===== src/hdl/kml_pkg.sv =====
package kml_pkg;

	localparam int COORD_BITS   = 24;
	localparam int COUNT_BITS   = 20;
	localparam int SUM_BITS     = COORD_BITS + COUNT_BITS;
	localparam int DIST_BITS    = 2 * COORD_BITS + 2;
	localparam int IDX_BITS     = 8;
	localparam int DEF_CLUSTERS = 16;
	localparam int DEF_TOL      = 10;
	localparam int DEF_PASSES   = 10;

	localparam logic [1:0] KIND_LOAD  = 2'd0;
	localparam logic [1:0] KIND_POINT = 2'd1;
	localparam logic [1:0] KIND_END   = 2'd2;

	localparam logic RES_ASSIGN = 1'b0;
	localparam logic RES_CENTER = 1'b1;

	localparam logic [1:0] REG_NUM_CLUSTERS = 2'd0;
	localparam logic [1:0] REG_COUNT_TOL    = 2'd1;
	localparam logic [1:0] REG_MAX_PASSES   = 2'd2;

	typedef struct packed {
		logic [1:0]                   kind;
		logic [3:0]                   slot;
		logic signed [COORD_BITS-1:0] coord_x;
		logic signed [COORD_BITS-1:0] coord_y;
	} item_t;

	typedef struct packed {
		logic                         result_kind;
		logic [3:0]                   cluster;
		logic signed [COORD_BITS-1:0] center_x;
		logic signed [COORD_BITS-1:0] center_y;
		logic [COUNT_BITS-1:0]        member_count;
		logic                         converged;
		logic                         last;
	} result_t;

	// Search token that walks down the cell row.
	typedef struct packed {
		logic signed [COORD_BITS-1:0] px;
		logic signed [COORD_BITS-1:0] py;
		logic                         has_best;
		logic [DIST_BITS-1:0]         best_d;
		logic [IDX_BITS-1:0]          best_idx;
		logic                         cand_valid;
		logic [DIST_BITS-1:0]         cand_d;
		logic [IDX_BITS-1:0]          cand_idx;
	} tok_t;

	typedef struct packed {
		logic signed [COORD_BITS-1:0] x;
		logic signed [COORD_BITS-1:0] y;
		logic [COUNT_BITS-1:0]        count;
	} rep_t;

	typedef struct packed {
		logic load;
		logic update;
		logic div_start;
		logic commit;
		logic shift;
	} cell_ctl_t;

	typedef struct packed {
		logic                  unsettled;
		logic [COUNT_BITS-1:0] hit_count;
	} cell_stat_t;

	// Folds the pending candidate into the running best. A strict compare keeps
	// the lower index on a tie, since lower cells come first.
	function automatic tok_t merge_best(input tok_t t);
		tok_t r;
		r = t;
		if (t.cand_valid && (!t.has_best || (t.cand_d < t.best_d))) begin
			r.has_best = 1'b1;
			r.best_d   = t.cand_d;
			r.best_idx = t.cand_idx;
		end
		r.cand_valid = 1'b0;
		return r;
	endfunction

endpackage


===== src/hdl/kml_div.sv =====
module kml_div #(
	parameter int N = 44,
	parameter int D = 20
) (
	input  logic         clk,
	input  logic         start,
	input  logic [N-1:0] dividend,
	input  logic [D-1:0] divisor,
	output logic [N-1:0] quotient
);

	logic [N-1:0] quo_q;
	logic [D-1:0] rem_q;
	logic [D-1:0] div_q;
	logic [D:0]   trial;
	logic [D:0]   diff;
	logic         ge;

	// Restoring division over N steps, one quotient bit per cycle.
	always_comb begin
		trial = {rem_q, quo_q[N-1]};
		ge    = trial >= {1'b0, div_q};
		diff  = trial - {1'b0, div_q};
	end

	always_ff @(posedge clk) begin
		if (start) begin
			quo_q <= dividend;
			rem_q <= '0;
			div_q <= divisor;
		end else begin
			quo_q <= {quo_q[N-2:0], ge};
			rem_q <= ge ? diff[D-1:0] : trial[D-1:0];
		end
	end

	assign quotient = quo_q;

endmodule


===== src/hdl/kml_cell.sv =====
module kml_cell #(
	parameter int INDEX = 0
) (
	input  logic                                   clk,
	input  logic                                   arst_n,
	input  kml_pkg::cell_ctl_t                     ctl,
	input  logic                                   en,
	input  logic [kml_pkg::IDX_BITS-1:0]           sel_idx,
	input  logic signed [kml_pkg::COORD_BITS-1:0]  dat_x,
	input  logic signed [kml_pkg::COORD_BITS-1:0]  dat_y,
	input  logic [kml_pkg::COUNT_BITS-1:0]         tol,
	input  logic                                   tok_in_valid,
	input  kml_pkg::tok_t                          tok_in,
	output logic                                   tok_out_valid,
	output kml_pkg::tok_t                          tok_out,
	input  kml_pkg::rep_t                          rep_in,
	output kml_pkg::rep_t                          rep_out,
	output kml_pkg::cell_stat_t                    stat
);

	localparam int C = kml_pkg::COORD_BITS;
	localparam int S = kml_pkg::SUM_BITS;
	localparam int K = kml_pkg::COUNT_BITS;

	logic signed [C-1:0] cen_x_q, cen_y_q;
	logic signed [S-1:0] sum_x_q, sum_y_q;
	logic [K-1:0]        cnt_q, prior_q;
	kml_pkg::rep_t       rep_q;

	logic                hit;
	logic                sat;
	logic signed [C:0]   dx, dy;
	logic [C:0]          ax, ay;
	logic [2*C+1:0]      sq_x, sq_y;
	kml_pkg::tok_t       tok_nx;
	logic [S-1:0]        mag_x, mag_y, dvd_x, dvd_y, quo_x, quo_y;
	logic [C-1:0]        q_x, q_y;
	logic signed [C-1:0] mean_x, mean_y;
	logic [K-1:0]        cdiff;

	assign hit = (sel_idx == kml_pkg::IDX_BITS'(INDEX));
	assign sat = (cnt_q == '1);

	// Squared distance of the passing point to this centroid; the previous cell's
	// candidate is folded in alongside.
	always_comb begin
		dx   = {tok_in.px[C-1], tok_in.px} - {cen_x_q[C-1], cen_x_q};
		dy   = {tok_in.py[C-1], tok_in.py} - {cen_y_q[C-1], cen_y_q};
		ax   = dx[C] ? -dx : dx;
		ay   = dy[C] ? -dy : dy;
		sq_x = ax * ax;
		sq_y = ay * ay;
		tok_nx            = kml_pkg::merge_best(tok_in);
		tok_nx.cand_valid = en;
		tok_nx.cand_d     = sq_x + sq_y;
		tok_nx.cand_idx   = kml_pkg::IDX_BITS'(INDEX);
	end

	always_ff @(posedge clk or negedge arst_n) begin
		if (!arst_n) begin
			tok_out_valid <= 1'b0;
		end else begin
			tok_out_valid <= tok_in_valid;
		end
	end

	always_ff @(posedge clk) begin
		tok_out <= tok_nx;
	end

	// Rounded mean: magnitude plus half the count, divided, sign restored.
	always_comb begin
		mag_x  = sum_x_q[S-1] ? -sum_x_q : sum_x_q;
		mag_y  = sum_y_q[S-1] ? -sum_y_q : sum_y_q;
		dvd_x  = mag_x + S'(cnt_q >> 1);
		dvd_y  = mag_y + S'(cnt_q >> 1);
		q_x    = quo_x[C-1:0];
		q_y    = quo_y[C-1:0];
		mean_x = sum_x_q[S-1] ? -q_x : q_x;
		mean_y = sum_y_q[S-1] ? -q_y : q_y;
	end

	kml_div #(.N(S), .D(K)) u_div_x (
		.clk(clk), .start(ctl.div_start), .dividend(dvd_x), .divisor(cnt_q),
		.quotient(quo_x)
	);

	kml_div #(.N(S), .D(K)) u_div_y (
		.clk(clk), .start(ctl.div_start), .dividend(dvd_y), .divisor(cnt_q),
		.quotient(quo_y)
	);

	always_ff @(posedge clk) begin
		if (ctl.load && hit) begin
			cen_x_q <= dat_x;
			cen_y_q <= dat_y;
		end else if (ctl.commit && en && (cnt_q != '0)) begin
			cen_x_q <= mean_x;
			cen_y_q <= mean_y;
		end
		if (ctl.commit) begin
			rep_q.x     <= (cnt_q != '0) ? mean_x : cen_x_q;
			rep_q.y     <= (cnt_q != '0) ? mean_y : cen_y_q;
			rep_q.count <= cnt_q;
		end else if (ctl.shift) begin
			rep_q <= rep_in;
		end
	end

	always_ff @(posedge clk or negedge arst_n) begin
		if (!arst_n) begin
			sum_x_q <= '0;
			sum_y_q <= '0;
			cnt_q   <= '0;
			prior_q <= '0;
		end else if (ctl.commit) begin
			prior_q <= cnt_q;
			cnt_q   <= '0;
			sum_x_q <= '0;
			sum_y_q <= '0;
		end else if (ctl.update && hit && !sat) begin
			cnt_q   <= cnt_q + K'(1);
			sum_x_q <= sum_x_q + {{(S-C){dat_x[C-1]}}, dat_x};
			sum_y_q <= sum_y_q + {{(S-C){dat_y[C-1]}}, dat_y};
		end
	end

	always_comb begin
		cdiff          = (cnt_q >= prior_q) ? (cnt_q - prior_q) : (prior_q - cnt_q);
		stat.unsettled = en && (cdiff > tol);
		stat.hit_count = (ctl.update && hit) ? (sat ? cnt_q : cnt_q + K'(1)) : '0;
	end

	assign rep_out = rep_q;

endmodule


===== config.mk =====
export PLATFORM = sky130hd
export DESIGN_NAME = kml_cell
export DESIGN_NICKNAME = d
export VERILOG_FILES = /design/src/hdl/kml_pkg.sv /design/src/hdl/kml_div.sv /design/src/hdl/kml_cell.sv
export SDC_FILE = /design/constraint.sdc
export NUM_CORES = 2
export LEC_CHECK = 0
export ABC_AREA = 1
export BUFFER_PORTS_ARGS = -buffer_cell sky130_fd_sc_hd__buf_2
export CAP_MARGIN = 20
export CORE_MARGIN = 2
export CORE_UTILIZATION = 63
export DETAILED_ROUTE_END_ITERATION = 16
export GPL_TIMING_DRIVEN = 0
export PLACE_DENSITY_LB_ADDON = 0.15
export SYNTH_ARGS = -nofsm -noshare
export SYNTH_HDL_FRONTEND = slang
export SYNTH_SLANG_ARGS = --single-unit

===== constraint.sdc =====
create_clock -name clk -period 10.6 [get_ports clk]
set_clock_uncertainty 0.2 [all_clocks]
set_input_delay 3.18 -clock clk [delete_from_list [all_inputs] [get_ports clk]]
set_output_delay 3.18 -clock clk [all_outputs]
set_load 0.02 [all_outputs]

==> metrics.log <==
INFO  metric post-route-min-period = 12950 ps
INFO  metric synth_edf_count = 136
INFO  metric classification_of_the_worst_setup_path = input pin to register
INFO  metric whs = ~220 ps
INFO  metric die_height = approximately 350 µm
INFO  metric cp_data_required_time = around 11000 ps
INFO  metric cp_max_fo = 9
INFO  metric synth_top_cell_area_share = 0.2728
INFO  metric ys_seq_area_frac = 0.1698
INFO  metric placement_rows = between 100 and 150
INFO  metric hold_depth = 2
INFO  metric synthToLayoutAreaGrowth = 18.69%
INFO  metric r2r.worst_path.cells = 41
INFO  metric timing.max_cap.violations = 0
INFO  metric post_drt_wl_per_cell = 23.87 µm
INFO  metric crit_slowest_cell = fa_1
INFO  metric pin_count_of_the_biggest_net_entering_global_routing = 80
INFO  metric clockRootBuffer = clkbuf_16
INFO  metric io_pins = 575
INFO  metric netlist_instances = 9812
INFO  metric cts.sinks = 551
INFO  metric groute.usage.overall = 0.4669
INFO  metric mean_instance_size_in_the_synthesized_netlist = 7.824 µm²
INFO  metric clk_path_buf_depth = 3
INFO  metric drcViolationCount = 0
INFO  metric worst-r2r-setup-slack = -300 ps
INFO  metric finalNetCount = 12.86k
INFO  metric most_numerous_cell_on_the_critical_path = fa_1
INFO  metric routabilityCongestion = between 1 and 1.5
INFO  metric core-area = around 120000 µm²
INFO  metric number_of_global_route_vias_before_repair = 74.34k
INFO  metric max_slew_margin = 0.1813
INFO  metric regToRegStartpoint = cen_x_q[0]$_DFFE_PP_
INFO  metric ys_seq_elements = 551
INFO  metric grt_pass1_wl = about 440000 µm
INFO  metric critical_path.max_stage_delay = 590 ps
INFO  metric floorplan.die.width = 353.1 µm
INFO  metric ys.warnings.count = 0
INFO  metric run_status = finished with violations
INFO  metric tritoncts.num_buffers = 69
INFO  metric wl = approximately 300000 µm
INFO  metric remaining_overflow_grt = 0
INFO  metric clk_transition_reported_paths = 60 ps
INFO  metric post-route-util = 0.7505
INFO  metric dr.pass1.iters = 9
INFO  metric synth_area_leaders = fa_1, ha_1, inv_1
INFO  metric avgViaCountPerCell = 5.931
INFO  metric n_fill_cell = approximately 9k
INFO  metric worst_setup_path_end_kind = register
INFO  metric place_ws = -4938 ps
INFO  metric drive_above_1_share = 0.1697
INFO  metric antenna_violating_nets_post_route = 0
INFO  metric total_die_area = 124700 µm²
INFO  metric worst_slack = -2350 ps
INFO  metric drt_first_iter_violations = about 8.4k
INFO  metric setup_repair_after_global_routing_missed_its_margin = true
INFO  metric setup_viol = roughly 40
INFO  metric pins_over_their_slew_limit = 0
INFO  metric detailed_place_hpwl = 236300 µm
INFO  metric io_buffers = 564
INFO  metric initial_core_util = 0.6324
INFO  metric hold_start = u_div_x.quotient[37]$_DFF_P_
INFO  metric min_delay_worst_endpoint = u_div_x.quotient[38]$_DFF_P_
INFO  metric class_of_the_most_critical_hold_timing_path = register to register
INFO  metric tritoncts = yes
INFO  metric crit_reg_reg_endpoint = tok_out[51]$_DFF_P_
INFO  metric dr_total_vias = 74.18k
INFO  metric hold_violations = 0
INFO  metric clk_latency = 710 ps
INFO  metric largest_area_contributor_in_the_netlist = fa_1
INFO  metric cp_data_arrival_time = 13340 ps
INFO  metric yosys_most_used_dff = dfxtp_1
INFO  metric htree_levels = 3
INFO  metric clock.fmax = 0.07722 GHz
INFO  metric grt_antenna_before_repair = 29
INFO  metric tightest_slew = 1213 ps
INFO  metric failed_checks = setup timing
INFO  metric post-route-period-util = 1.222
INFO  metric synthDistinctLibCells = 73
INFO  metric timing.critical_path.from_type = input pin
INFO  metric async_flop_share = 0.2341
INFO  metric mappedNetlistArea = 76770 µm²
## how the worst max path moves through the flow
stage                start                  end  slack [ps]  cells past startpoint
3_3_place_gp   tok_in[118]  tok_out[53]$_DFF_P_       -4900                     46
5_1_grt        tok_in[142]  tok_out[57]$_DFF_P_       -2700                     55
3_5_place_dp   tok_in[118]  tok_out[53]$_DFF_P_       -4940                     46
4_1_cts        tok_in[118]  tok_out[54]$_DFF_P_       -2010                     45
6_report       tok_in[142]  tok_out[51]$_DFF_P_       -2350                     46
2_1_floorplan  tok_in[142]  tok_out[53]$_DFF_P_       -1510                     52
## per-layer routing
metal | up-vias | GRT usage | routed length, µm
met5 | - | 0 | 264
met4 | 18 | 0.3638 | 29350
met3 | 1588 | 0.1374 | 34530
met2 | 4872 | 0.7234 | 131000
met1 | 35216 | 0.5459 | 103400
li1 | 32486 | - | -
## logic make-up (layout without fill, tap and decap cells)
| kind of cell | count (synthesis) | after routing | share of synthesized area |
|---|---|---|---|
| xor gates and xnor gates | 333 | 333 | 0.03872 |
| AOI/OAI and AO/OA | 1340 | 1340 | 0.09605 |
| adders and majority gates | 1734 | 1734 | 0.3849 |
| DFF | 551 | 551 | 0.1698 |
| muxes | 41 | 41 | 0.005868 |
| and+or+nand+nor | 3408 | 3408 | 0.1844 |
| buffers and inverters | 2403 | 3408 | 0.1201 |
| other | 2 | 68 | 0.00009783 |
## cell usage after synthesis, types with 135 or more instances
cell      count
nor2_1     1003
edfxtp_1    136
o21ai_0     469
a21oi_1     567
xor2_1      239
inv_1      2126
ha_1        688
fa_1       1046
dfxtp_1     286
clkbuf_1    135
nand2_1    1734
nand3_1     335
## cell type report
cell class              count  area, µm²  share of cell area
multi-input cells        6902      57840              0.6349
flip-flops and latches    551      13040              0.1431
inverters                2189       8372             0.09188
repair buffers            877       5758             0.06320
clock buffers              93       2033             0.02232
well taps                1625       2033             0.02232
plain buffers             214       1540             0.01690
clock inverters            35      440.4            0.004834
diodes                     22      55.05           0.0006042
## flip-flops by register name, summed over array words and instances, names as in the netlist
signal	cells
tok_out	158
rep_out	68
sum_x_q	44
sum_y_q	44
u_div_x.quotient	44
u_div_y.quotient	44
cen_x_q	24
cen_y_q	24
cnt_q	20
prior_q	20
u_div_x.div_q	20
u_div_x.rem_q	20
u_div_y.rem_q	20
tok_out_valid	1
## metrics by stage
step / std cells / cell area [µm²] / TNS, ps
6_report: 12508 / 91110 / -65200
5_1_grt: 12497 / 91090 / -77200
4_1_cts: 12367 / 88700 / -52150
3_5_place_dp: 12052 / 82640 / -147100
3_3_place_gp: 12045 / 82480 / -142880
2_1_floorplan: 9856 / 77630 / -38350
## layout by cell type (no fill, tap or decap), drive strengths merged, types with 30 or more instances in the layout
cell type  synthesis  routed
nor3              82      82
inv             2177    2184
a31oi             45      45
dfxtp            286     286
edfxtp           136     136
nor4              45      45
dfrtp            129     129
nor2            1035    1035
nand3            338     338
nand2           1763    1763
a21o              30      30
clkbuf           135     229
a21oi            569     569
mux2              32      32
o21a              32      32
conb               2      46
o21ai            483     483
xnor2             88      88
ha               688     688
buf               79     955
o22ai             56      56
xor2             245     245
nand4             91      91
fa              1046    1046
## worst max-delay path: cells and delay by family
kind / cells / cell delay (ps)
fa+ha+maj: 12 / 5710
simple gates: 19 / 2620
buf+inv: 12 / 1040
xor+xnor: 2 / 450
compound gates: 1 / 280
## timing repair
| action | 4_1_cts | 5_1_grt |
|---|---|---|
| gates resized for setup | 515 | 395 |
| pin swaps | 141 | 202 |
| endpoints found under the setup margin | 43 | 42 |
| setup buffers | 187 | 118 |
| gates cloned | 0 | 0 |
| hold buffers | 0 | 0 |
Power is left out: the tool's default activity adds up to more than one toggle a clock period on the data nets, which glitch-free logic cannot reach.
